===== config.mk =====
export PLATFORM = sky130hd
export DESIGN_NAME = char_lcd_nibble_write_sequencer_core
export DESIGN_NICKNAME = d
export VERILOG_FILES = /design/src/lcdseq_pkg.sv /design/src/lcdseq_front.sv /design/src/lcdseq_fifo.sv /design/src/lcdseq_back.sv /design/src/char_lcd_nibble_write_sequencer_core.sv
export SDC_FILE = /design/constraint.sdc
export NUM_CORES = 1
export LEC_CHECK = 0
export BUFFER_PORTS_ARGS = -buffer_cell sky130_fd_sc_hd__buf_2
export CAP_MARGIN = 0
export CORE_MARGIN = 10
export CORE_UTILIZATION = 53
export DETAILED_ROUTE_END_ITERATION = 10
export PLACE_DENSITY = 0.76
export SYNTH_ARGS = -nofsm -noshare
export SYNTH_HDL_FRONTEND = slang
export SYNTH_HIERARCHICAL = 1
export SYNTH_SLANG_ARGS = --single-unit

===== constraint.sdc =====
create_clock -name clk -period 4 [get_ports clk]
set_clock_uncertainty 0.15 [all_clocks]
set_input_delay 0.6 -clock clk [delete_from_list [all_inputs] [get_ports clk]]
set_output_delay 0.6 -clock clk [all_outputs]
set_load 0.005 [all_outputs]

===== src/lcdseq_pkg.sv =====
// Shared types, codes and timing constants of the character LCD write sequencer.
// No dependencies; every other file imports this package.
`default_nettype none
package lcdseq_pkg;

  localparam int LINE_CHARS = 16;
  localparam int CUR_SPAN   = 2 * LINE_CHARS;
  localparam int POS_W      = $clog2(CUR_SPAN);
  localparam int COL_W      = (LINE_CHARS > 1) ? $clog2(LINE_CHARS) : 1;

  localparam logic [15:0] WAIT_SHORT    = 16'd50;
  localparam logic [15:0] WAIT_BYTE_END = 16'd100;
  localparam logic [15:0] WAIT_CLEAR    = 16'd3200;
  localparam logic [15:0] WAIT_HOME     = 16'd1600;
  localparam logic [15:0] WAIT_POWER    = 16'd50000;
  localparam logic [15:0] WAIT_WAKE     = 16'd5050;
  localparam logic [15:0] WAIT_STEP     = 16'd150;

  localparam logic [7:0] CMD_CLEAR = 8'h01;
  localparam logic [7:0] CMD_HOME  = 8'h02;
  localparam logic [7:0] CMD_DDRAM = 8'h80;

  localparam logic [3:0] NIB_WAKE  = 4'h3;
  localparam logic [3:0] NIB_4BIT  = 4'h2;

  localparam logic [3:0] STEP_POWER      = 4'd0;
  localparam logic [3:0] STEP_WAKE       = 4'd1;
  localparam logic [3:0] STEP_WAKE2      = 4'd2;
  localparam logic [3:0] STEP_WAKE3      = 4'd3;
  localparam logic [3:0] STEP_BYTES      = 4'd5;
  localparam logic [3:0] STEP_BYTE_START = 4'd13;
  localparam logic [3:0] STEP_LAST       = 4'd14;

  typedef enum logic [1:0] {
    ACT_INIT   = 2'd0,
    ACT_CMD    = 2'd1,
    ACT_DATA   = 2'd2,
    ACT_CURSOR = 2'd3
  } action_t;

  typedef enum logic [2:0] {
    REG_FUNCTION_SET = 3'd0,
    REG_DISPLAY_OFF  = 3'd1,
    REG_ENTRY_MODE   = 3'd2,
    REG_DISPLAY_ON   = 3'd3,
    REG_FIRST_BASE   = 3'd4,
    REG_SECOND_BASE  = 3'd5
  } reg_index_t;

  typedef enum logic [2:0] {
    PAIR_FUNCTION_SET = 3'd0,
    PAIR_DISPLAY_OFF  = 3'd1,
    PAIR_CLEAR        = 3'd2,
    PAIR_ENTRY_MODE   = 3'd3
  } init_pair_t;

  typedef struct packed {
    logic [1:0] action;
    logic [7:0] value;
  } in_item_t;

  typedef struct packed {
    logic        reg_select;
    logic [3:0]  bus_nibble;
    logic        strobe_res;
    logic [15:0] wait_us;
    logic        last;
  } out_item_t;

  typedef struct packed {
    logic [7:0] function_set_code;
    logic [7:0] display_off_code;
    logic [7:0] entry_mode_code;
    logic [7:0] display_on_code;
    logic [6:0] first_line_base;
    logic [6:0] second_line_base;
  } cfg_regs_t;

  typedef struct packed {
    logic       is_init;
    logic       rs;
    logic [7:0] data;
  } job_t;

endpackage
`default_nettype wire


===== src/lcdseq_front.sv =====
// Front stage: accepts items, classifies the action and maps cursor positions to commands.
// Depends on lcdseq_pkg.
`default_nettype none
module lcdseq_front
  import lcdseq_pkg::*;
(
  input  wire logic      clk,
  input  wire logic      rst_n,
  input  wire logic      in_valid,
  output logic           in_ready,
  input  wire in_item_t  in_data,
  input  wire cfg_regs_t cfg,
  output logic           job_valid,
  input  wire logic      job_ready,
  output job_t           job
);

  logic             valid_r;
  job_t             job_r;
  job_t             job_nxt;
  logic [POS_W-1:0] pos;
  logic [COL_W-1:0] col;
  logic [6:0]       base;
  logic [6:0]       addr;

  assign in_ready  = !valid_r || job_ready;
  assign job_valid = valid_r;
  assign job       = job_r;

  always_comb begin
    pos  = POS_W'(in_data.value % CUR_SPAN);
    col  = COL_W'(pos % LINE_CHARS);
    base = (32'(pos) < LINE_CHARS) ? cfg.first_line_base : cfg.second_line_base;
    addr = base + 7'(col);
    job_nxt.is_init = 1'b0;
    job_nxt.rs      = 1'b0;
    job_nxt.data    = in_data.value;
    case (action_t'(in_data.action))
      ACT_INIT: begin
        job_nxt.is_init = 1'b1;
      end
      ACT_CMD: begin
        job_nxt.rs = 1'b0;
      end
      ACT_DATA: begin
        job_nxt.rs = 1'b1;
      end
      default: begin
        job_nxt.data = CMD_DDRAM | {1'b0, addr};
      end
    endcase
  end

  always_ff @(posedge clk) begin
    if (!rst_n) begin
      valid_r <= 1'b0;
    end else if (in_ready) begin
      valid_r <= in_valid;
    end
  end

  always_ff @(posedge clk) begin
    if (in_valid && in_ready) begin
      job_r <= job_nxt;
    end
  end

endmodule
`default_nettype wire


===== src/lcdseq_fifo.sv =====
// Two-entry job queue between the front stage and the bus sequencer.
// Depends on lcdseq_pkg.
`default_nettype none
module lcdseq_fifo
  import lcdseq_pkg::*;
(
  input  wire logic clk,
  input  wire logic rst_n,
  input  wire logic wr_valid,
  output logic      wr_ready,
  input  wire job_t wr_data,
  output logic      rd_valid,
  input  wire logic rd_pop,
  output job_t      rd_data
);

  job_t       mem_r [2];
  logic       wr_ptr_r;
  logic       rd_ptr_r;
  logic [1:0] count_r;
  logic       do_wr;
  logic       do_rd;

  assign wr_ready = (count_r != 2'd2);
  assign rd_valid = (count_r != 2'd0);
  assign rd_data  = mem_r[rd_ptr_r];
  assign do_wr    = wr_valid && wr_ready;
  assign do_rd    = rd_pop && rd_valid;

  always_ff @(posedge clk) begin
    if (!rst_n) begin
      wr_ptr_r <= 1'b0;
      rd_ptr_r <= 1'b0;
      count_r  <= 2'd0;
    end else begin
      if (do_wr) begin
        wr_ptr_r <= !wr_ptr_r;
      end
      if (do_rd) begin
        rd_ptr_r <= !rd_ptr_r;
      end
      count_r <= count_r + 2'(do_wr) - 2'(do_rd);
    end
  end

  always_ff @(posedge clk) begin
    if (do_wr) begin
      mem_r[wr_ptr_r] <= wr_data;
    end
  end

endmodule
`default_nettype wire


===== src/lcdseq_back.sv =====
// Bus sequencer: steps through the events of the head job and registers each result item.
// Depends on lcdseq_pkg.
`default_nettype none
module lcdseq_back
  import lcdseq_pkg::*;
(
  input  wire logic      clk,
  input  wire logic      rst_n,
  input  wire logic      job_valid,
  input  wire job_t      job,
  output logic           job_pop,
  input  wire cfg_regs_t cfg,
  output logic           out_valid,
  input  wire logic      out_ready,
  output out_item_t      out_data
);

  logic       started_r;
  logic [3:0] step_r;
  logic       out_valid_r;
  out_item_t  out_r;
  out_item_t  ev;
  logic [3:0] cur_step;
  logic [3:0] off;
  logic [7:0] byte_sel;
  logic       load;
  logic       at_last;

  assign out_valid = out_valid_r;
  assign out_data  = out_r;
  assign load      = job_valid && (!out_valid_r || out_ready);
  assign cur_step  = started_r ? step_r : (job.is_init ? STEP_POWER : STEP_BYTE_START);
  assign at_last   = (cur_step == STEP_LAST);
  assign job_pop   = load && at_last;

  always_comb begin
    off = cur_step - STEP_BYTES;
    case (init_pair_t'(off[3:1]))
      PAIR_FUNCTION_SET: byte_sel = cfg.function_set_code;
      PAIR_DISPLAY_OFF:  byte_sel = cfg.display_off_code;
      PAIR_CLEAR:        byte_sel = CMD_CLEAR;
      PAIR_ENTRY_MODE:   byte_sel = cfg.entry_mode_code;
      default:           byte_sel = job.is_init ? cfg.display_on_code : job.data;
    endcase
    ev.reg_select = job.rs;
    ev.strobe_res = 1'b1;
    ev.last       = at_last;
    ev.bus_nibble = NIB_WAKE;
    ev.wait_us    = WAIT_STEP;
    if (cur_step < STEP_BYTES) begin
      case (cur_step)
        STEP_POWER: begin
          ev.bus_nibble = 4'h0;
          ev.strobe_res = 1'b0;
          ev.wait_us    = WAIT_POWER;
        end
        STEP_WAKE: begin
          ev.wait_us = WAIT_WAKE;
        end
        STEP_WAKE2, STEP_WAKE3: begin
          ev.wait_us = WAIT_STEP;
        end
        default: begin
          ev.bus_nibble = NIB_4BIT;
        end
      endcase
    end else if (!off[0]) begin
      ev.bus_nibble = byte_sel[7:4];
      ev.wait_us    = WAIT_SHORT;
    end else begin
      ev.bus_nibble = byte_sel[3:0];
      if (!job.rs && byte_sel == CMD_CLEAR) begin
        ev.wait_us = WAIT_CLEAR;
      end else if (!job.rs && byte_sel == CMD_HOME) begin
        ev.wait_us = WAIT_HOME;
      end else begin
        ev.wait_us = WAIT_BYTE_END;
      end
    end
  end

  always_ff @(posedge clk) begin
    if (!rst_n) begin
      started_r   <= 1'b0;
      step_r      <= STEP_POWER;
      out_valid_r <= 1'b0;
    end else begin
      if (load) begin
        out_valid_r <= 1'b1;
        started_r   <= !at_last;
        step_r      <= cur_step + 4'd1;
      end else if (out_ready) begin
        out_valid_r <= 1'b0;
      end
    end
  end

  always_ff @(posedge clk) begin
    if (load) begin
      out_r <= ev;
    end
  end

endmodule
`default_nettype wire


===== src/char_lcd_nibble_write_sequencer_core.sv =====
// Top level of the 4-bit character LCD write sequencer: configuration registers,
// front stage, job queue and bus sequencer. Depends on lcdseq_pkg and the lcdseq modules.
// Path: the first result item of an item is registered in the front stage, the job queue and the output register.
// Throughput: the bus sequencer emits one result item per cycle while out_ready holds and a job
// waits; init gives 15 items, every other action 2.
// Reset: synchronous active-low; queue and output are emptied, registers take reset codes.
`default_nettype none
module char_lcd_nibble_write_sequencer_core
  import lcdseq_pkg::*;
(
  input  wire logic       clk,
  input  wire logic       rst_n,
  input  wire logic       in_valid,
  output logic            in_ready,
  input  wire in_item_t   in_data,
  output logic            out_valid,
  input  wire logic       out_ready,
  output out_item_t       out_data,
  input  wire logic       cfg_valid,
  output logic            cfg_ready,
  input  wire logic [2:0] cfg_index,
  input  wire logic [7:0] cfg_data
);

  cfg_regs_t cfg_r;
  logic      fr_valid;
  logic      fr_ready;
  job_t      fr_job;
  logic      q_valid;
  logic      q_pop;
  job_t      q_job;

  assign cfg_ready = 1'b1;

  always_ff @(posedge clk) begin
    if (!rst_n) begin
      cfg_r.function_set_code <= 8'h28;
      cfg_r.display_off_code  <= 8'h08;
      cfg_r.entry_mode_code   <= 8'h06;
      cfg_r.display_on_code   <= 8'h0C;
      cfg_r.first_line_base   <= 7'd0;
      cfg_r.second_line_base  <= 7'd64;
    end else if (cfg_valid && cfg_ready) begin
      case (reg_index_t'(cfg_index))
        REG_FUNCTION_SET: cfg_r.function_set_code <= cfg_data;
        REG_DISPLAY_OFF:  cfg_r.display_off_code  <= cfg_data;
        REG_ENTRY_MODE:   cfg_r.entry_mode_code   <= cfg_data;
        REG_DISPLAY_ON:   cfg_r.display_on_code   <= cfg_data;
        REG_FIRST_BASE:   cfg_r.first_line_base   <= cfg_data[6:0];
        REG_SECOND_BASE:  cfg_r.second_line_base  <= cfg_data[6:0];
        default: ;
      endcase
    end
  end

  lcdseq_front u_front (
    .clk       (clk),
    .rst_n     (rst_n),
    .in_valid  (in_valid),
    .in_ready  (in_ready),
    .in_data   (in_data),
    .cfg       (cfg_r),
    .job_valid (fr_valid),
    .job_ready (fr_ready),
    .job       (fr_job)
  );

  lcdseq_fifo u_fifo (
    .clk      (clk),
    .rst_n    (rst_n),
    .wr_valid (fr_valid),
    .wr_ready (fr_ready),
    .wr_data  (fr_job),
    .rd_valid (q_valid),
    .rd_pop   (q_pop),
    .rd_data  (q_job)
  );

  lcdseq_back u_back (
    .clk       (clk),
    .rst_n     (rst_n),
    .job_valid (q_valid),
    .job       (q_job),
    .job_pop   (q_pop),
    .cfg       (cfg_r),
    .out_valid (out_valid),
    .out_ready (out_ready),
    .out_data  (out_data)
  );

endmodule
`default_nettype wire

==> flow_metrics.tcl, run 1 <==
set metrics [dict create \
    fin_crit_ns 3.761 \
    yosys.area.top_type "edfxtp_1" \
    final_nets 550 \
    clkTransAtPathRegs_ns 0.10 \
    postCtsSetupBuffers 0 \
    power.leakage_uw 0.002395 \
    maxCapViolations 0 \
    grt_busiest_layer "met2" \
    drtPass1Iterations 4 \
    startpoint_type "register" \
    slew_violations 0 \
    grt_pass1_vias 3596 \
    tns_ns 0 \
    met2_usage_pct 25.31 \
    grt_max_degree 28 \
    yosys.area_share.adder_pct 2.784 \
    grt_util_met3_pct 3.354 \
    fmax_ghz 0.2659 \
    timing.rr.end "u_back/out_data[7]$_DFFE_PP_" \
    crit_type "register to register" \
    synth_top_area_share_pct 28.22 \
    synthTopCellsByArea "edfxtp_1 28%, dfxtp_1 22%, mux2i_1 12%, nand2_1 5.9%, mux2_2 4.8%" \
    grt_first_pass_wirelength_um 17510 \
    coreArea_um2 9684 \
    irDropWorstVdd_v 0.0001545 \
    crit_path_end_kind "register" \
    slew_headroom_pct 56.92 \
    die_h_um 119.2 \
    synth_xor_area_share_pct 1.176 \
    die_area_um2 14200 \
    rr_worst_depth 11 \
    first_iter_violations 175 \
    dr_total_vias 3497 \
    crit_fanout 13 \
    finalCritPeriodShare_pct 94.01 \
    max_stage_delay_ns 0.56 \
    antenna_found_initial 0 \
    synth-seq-area-share_pct 50.49 \
    synth.avg_cell_area_um2 11.02 \
    fp.dieW_um 119.2 \
    grt_overflow 0 \
    syn_inst 473 \
    use_met1_pct 17.74 \
    wl_per_cell_um 16.08 \
    dpl.hpwl_um 7843 \
    dp.cells 635 \
    crit_required_ns 3.97 \
    pwr-share-clk_pct 28.7 \
    htree_levels 3 \
    drcViolationCount 0 \
    drive_gt1_share_pct 20.27 \
    ys.flop_type "dfxtp_1" \
    min_from "u_front/job[0]$_DFFE_PP_" \
    synth-edff-count 49 \
    rows 36 \
    rsz0062_at_grt "no" \
    synth_compound_area_share_pct 8.927 \
    ys_ff_latch 107 \
    hold_viol 0 \
    routed_wl_um 10470 \
    synthToLayoutAreaGrowth_pct 8.879 \
    cts_made_buffers 9 \
    io_pins 52 \
    hold_end "u_fifo/mem_r[0][0]$_DFFE_PP_" \
    crit_slowest_cell "dfxtp_1" \
    post_cts_resize_count 0 \
    ant_nets 0 \
    r2r-start "u_back/started_r$_SDFFE_PN0P_" \
    path_cells "inv_1 -> nand2_1 -> o21a_1 -> clkinv_2 -> ha_1 -> nor3_4 -> o31a_1 -> a22oi_1 -> nor4_2 -> or4b_4 -> o31a_1" \
    final_cells 651 \
    seqPwrFrac_pct 59.8 \
    p_sw_share_pct 25.27 \
    dpl_worst_slack_ns 0.3122 \
    power_density_nw_per_um2 356.2 \
    path_delay_family "simple AND/OR/NAND/NOR gates" \
    pwr-share-comb_pct 11.6 \
    ys_types 65 \
    insertedDiodeCount 0 \
    outcome "completed" \
    viasPerCell 5.372 \
    synth-simple-area-share_pct 15.31 \
    numClockSinks 107 \
    cts-root-buf "clkbuf_8" \
    cts_tree "built" \
    r2r_setup_slack_ns 0.24 \
    port_buffers 48 \
    min_path_cells 0 \
    hold_buffers 0 \
    track_usage_pct 14.90 \
    initial_core_util_pct 53.84 \
    hold_path_class "register to register" \
    syn_area_um2 5214 \
    async_reset_ff_share_pct 0 \
    yosysWarnings 6 \
    cts_buffer_depth 2 \
    synth_top_family_by_area "multiplexers" \
    p_switching_uw 511.1 \
    crit_buf_inv 2 \
    clk_latency_ns 0.36 \
    tightestPinTransition_ns 0.6425 \
    critPathArrivalTime_ns 3.73 \
    synth.mux.area_fraction_pct 17.09 \
    crit_top_cell "o31a_1" \
    p_int_uw 1511 \
    worst_slack_ns 0.2395 \
    gp_congestion 0.9078 \
    setup_violations 0 \
]
-- stage by stage --
| step | power [uW] | utilization (%) | hold WS [ns] | area, um^2 |
|---|---|---|---|---|
| 3_5_place_dp | 1468 | 56.94 | 0.2897 | 5514 |
| 3_3_place_gp | 1458 | 56.94 | 0.2781 | 5514 |
| 5_1_grt | 2115 | 58.62 | 0.3252 | 5677 |
| 6_report | 2022 | 58.62 | 0.3051 | 5677 |
| 4_1_cts | 2039 | 58.62 | 0.3075 | 5677 |
| 2_1_floorplan | 1398 | - | 0.2715 | 5219 |
-- per-layer routing --
layer | share of wire, % | up-vias
met5 | 0 | -
met4 | 2.3 | 0
met2 | 48 | 88
met1 | 44 | 1633
li1 | - | 1753
met3 | 5.1 | 23
-- how the worst max path moves through the flow --
stage	startpoint	end	slack [ns]	depth (start not counted)
finish	u_back/started_r$_SDFFE_PN0P_	u_back/out_data[7]$_DFFE_PP_	0.24	11
floorplan	register	u_back/out_data[7]$_DFFE_PP_	0.08	13
global route	u_back/started_r$_SDFFE_PN0P_	u_back/out_data[7]$_DFFE_PP_	0.07	11
global placement	register	u_back/out_data[7]$_DFFE_PP_	0.44	11
CTS	register	u_back/out_data[7]$_DFFE_PP_	0.30	11
detailed placement	register	u_back/out_data[7]$_DFFE_PP_	0.31	11
-- layout by cell type (no fill, tap or decap), drive strengths merged, types with 2 or more instances in the layout --
cell | Yosys | final
nand2 | 82 | 82
mux2i | 62 | 62
dfxtp | 58 | 58
buf | 19 | 55
edfxtp | 49 | 49
mux2 | 23 | 23
nor2b | 20 | 20
o21ai | 18 | 18
nor2 | 13 | 13
clkbuf | 8 | 12
inv | 11 | 11
ha | 10 | 10
nand2b | 9 | 9
a22oi | 8 | 8
a21oi | 7 | 7
xor2 | 7 | 7
a31oi | 6 | 6
clkinv | 2 | 6
o31a | 5 | 5
nor3 | 5 | 5
nand3 | 4 | 4
conb | 2 | 3
and2 | 3 | 3
and3 | 3 | 3
nor4 | 3 | 3
nand4bb | 2 | 2
nand4b | 2 | 2
o31ai | 2 | 2
o211a | 2 | 2
a21boi | 2 | 2
or4b | 2 | 2
o21a | 2 | 2
or2 | 2 | 2
-- worst reg2reg max path: stages (launching register included) --
cell	delay, ns
dfxtp_1	0.56
inv_1	0.13
nand2_1	0.12
o21a_1	0.29
clkinv_2	0.21
ha_1	0.32
nor3_4	0.33
o31a_1	0.18
a22oi_1	0.10
nor4_2	0.30
or4b_4	0.54
o31a_1	0.29
-- flip-flops by register name, summed over array words and instances (netlist names), named ones only --
register,count
cfg_r,46
u_fifo/mem_r,20
u_back/out_data,19
u_front/job,10
u_back/step_r,4
u_fifo/count_r,2
u_back/out_valid,1
u_back/started_r,1
u_fifo/rd_ptr_r,1
u_fifo/wr_ptr_r,1
u_front/job_valid,1
-- power groups by stage --
stage                     logic (uW)  registers (uW)  clock network [uW]
final                            234            1210                 580
after detailed placement         233            1230                   0
after floorplan                  170            1230                   0
after CTS                        234            1210                 596
after global routing             260            1210                 641
after global placement           226            1230                   0
-- logic make-up (layout without fill, tap and decap cells) --
kind of cell,count (synthesis),in the layout
compound gates,64,64
flops,107,107
buf+inv,40,84
xor+xnor,7,7
fa+ha+maj,11,11
simple gates,157,157
other cells,2,3
mux,85,85
-- layout make-up --
cell class	count	area, um^2
multi-input combinational	327	2372
timing repair buffer	55	292.8
fill	817	4008
sequential	107	2633
clock buffer	12	135.1
clock inverter	4	27.53
tap	133	166.4
inverter	13	50.05
-- synth_stat cells, types with 4 or more instances --
cell type and count:
buf_2 8, edfxtp_1 49, xor2_1 7, a21oi_1 7
dfxtp_1 58, a31oi_1 6, clkbuf_1 8, inv_1 11
nor3_1 4, ha_1 10, nand2b_1 9, o21ai_0 15
nor2b_1 18, buf_4 6, mux2i_1 60, nor2_1 13
buf_6 4, a22oi_1 8, o31a_1 5, nand3_1 4
mux2_2 22, nand2_1 82
Power figures use the tool's default switching activity.
==> run 2, diff against run 1 <==
--- a/config.mk
+++ b/config.mk
@@ -10,6 +10,7 @@
 export CORE_MARGIN = 10
 export CORE_UTILIZATION = 53
 export DETAILED_ROUTE_END_ITERATION = 10
+export GPL_TIMING_DRIVEN = 0
 export PLACE_DENSITY = 0.76
 export SYNTH_ARGS = -nofsm -noshare
 export SYNTH_HDL_FRONTEND = slang
==> flow_metrics.tcl, run 2 (synthesized netlist as in run 1, its figures left out) <==
set metrics [dict create \
    grt_max_degree 29 \
    fin_area_um2 5836 \
    largest_reg_flops 46 \
    routed_wl_um 10450 \
    p_sw_share_pct 24.57 \
    rows 36 \
    seq_area_um2 2633 \
    cts-root-buf "clkbuf_8" \
    grt_first_pass_wirelength_um 17400 \
    critPathCapture "u_back/out_data[7]$_DFFE_PP_" \
    hold_path_class "register to register" \
    power_uw 2107 \
    tns_ns 0 \
    postCtsSetupBuffers 0 \
    final_cell_mix "82 x nand2_1, 60 x mux2i_1, 58 x dfxtp_1" \
    slew_violations 0 \
    gp_congestion 0.8566 \
    initial_core_util_pct 53.84 \
    insertedDiodeCount 0 \
    crit_path_end_kind "register" \
    rr_worst_depth 12 \
    ant_nets 0 \
    io_pins 52 \
    cts_made_buffers 9 \
    hold_viol 0 \
    track_usage_pct 14.74 \
    cts_tree "built" \
    drive_gt1_share_pct 22.57 \
    coreArea_um2 9684 \
    wl_per_cell_um 15.62 \
    setup_violations 0 \
    power_density_nw_per_um2 361.0 \
    final_common_cell "nand2_1" \
    final_nets 568 \
    numClockSinks 107 \
    tightestPinTransition_ns 0.8520 \
    viasPerCell 5.365 \
    multi_input_area_um2 2380 \
    seqPwrFrac_pct 57.3 \
    worst_hold_slack_ns 0.2989 \
    final_cells 669 \
    die_h_um 119.2 \
    regMostFlops "cfg_r" \
    crit_type "register to register" \
    grt_overflow 0 \
    timing.rr.end "u_back/out_data[7]$_DFFE_PP_" \
    cts_buffer_depth 2 \
    irDropWorstVdd_v 0.0001743 \
    placed_area_um2 5620 \
    power.leakage_uw 0.002473 \
    r2r_setup_slack_ns 0.20 \
    dpl.hpwl_um 7860 \
    fin_crit_ns 3.800 \
    dr_total_vias 3589 \
    dp.cells 654 \
    outcome "completed" \
    fp.dieW_um 119.2 \
    port_buffers 47 \
    rsz0062_at_grt "no" \
    drtPass1Iterations 5 \
    startpoint_type "register" \
    die_area_um2 14200 \
    slew_headroom_pct 42.85 \
    fillers 811 \
    finalCritPeriodShare_pct 94.99 \
    drcViolationCount 0 \
    p_int_uw 1589 \
    htree_levels 3 \
    clk_latency_ns 0.37 \
    first_iter_violations 204 \
    p_switching_uw 517.6 \
    clkTransAtPathRegs_ns 0.10 \
    fmax_ghz 0.2632 \
    crit_required_ns 3.97 \
    grt_pass1_vias 3648 \
    pwr-share-clk_pct 31.1 \
    maxCapViolations 0 \
    antenna_found_initial 0 \
    critPathArrivalTime_ns 3.77 \
    crit_fanout 13 \
    synthToLayoutAreaGrowth_pct 11.93 \
    pwr-share-comb_pct 11.6 \
]
run 2: cell types whose count changed in the layout (fill, tap and decap cells not counted), moves of 2 or more:
cell / before / now
buf_2: 48 / 54
buf_6: 0 / 4
clkbuf_1: 3 / 7
clkbuf_8: 9 / 11
clkinv_2: 3 / 1
run 2: power groups by stage:
stage / registers [uW] / clock network [uW] / logic (uW)
CTS: 1210 / 672 / 244
global placement: 1230 / 0 / 236
global route: 1210 / 714 / 271
detailed placement: 1230 / 0 / 243
floorplan: 1230 / 0 / 170
finish: 1210 / 656 / 244
run 2: through the flow:
step	utilization (%)	setup slack (ns)
6_report	60.26	0.2004
5_1_grt	60.26	0.01384
4_1_cts	60.18	0.03926
3_5_place_dp	58.04	-0.4894
3_3_place_gp	58.04	-0.4179
2_1_floorplan	-	0.08431
run 2: worst min path at each step:
stage,cells after the start,slack [ns],startpoint,end
6_report,0,0.30,u_front/job[4]$_DFFE_PP_,u_fifo/mem_r[0][4]$_DFFE_PP_
5_1_grt,0,0.32,u_front/job[4]$_DFFE_PP_,u_fifo/mem_r[0][4]$_DFFE_PP_
4_1_cts,0,0.30,u_front/job[0]$_DFFE_PP_,u_fifo/mem_r[0][0]$_DFFE_PP_
2_1_floorplan,0,0.27,u_front/job[0]$_DFFE_PP_,u_fifo/mem_r[0][0]$_DFFE_PP_
3_5_place_dp,0,0.28,u_front/job[0]$_DFFE_PP_,u_fifo/mem_r[0][0]$_DFFE_PP_
3_3_place_gp,0,0.28,u_front/job[5]$_DFFE_PP_,u_fifo/mem_r[0][5]$_DFFE_PP_
run 2: final cells by class:
cell class | count | share of cell area (%)
Inverter | 13 | 0.8791
Multi-Input combinational cell | 327 | 40.78
Buffer | 26 | 2.809
Tap cell | 133 | 2.852
Timing Repair Buffer | 47 | 4.031
Clock inverter | 4 | 0.5146
Clock buffer | 12 | 3.023
Sequential cell | 107 | 45.11
run 2: critical path, stage by stage (launching register included):
cell,delay [ns]
dfxtp_1,0.31
clkbuf_4,0.21
mux2_4,0.42
nand2_1,0.13
o21a_2,0.24
ha_1,0.16
buf_2,0.23
clkbuf_2,0.27
mux2_2,0.37
nand2_1,0.07
a22oi_1,0.13
or4b_4,0.55
o31a_1,0.30
run 2: timing repair:
action	in CTS	in global routing
pin swaps	0	1
resized for setup	2	5
endpoints found under the setup margin	8	6
hold buffers	0	0
run 2: layer usage:
metal	wire, um	share of wire, %	up-vias	GRT usage [%]
met4	160	1.5	0	4.275
met1	4597	44	1696	17.37
met2	5134	49	95	25.69
met5	0	0	-	0
met3	555	5.3	9	3.968
li1	-	-	1789	-
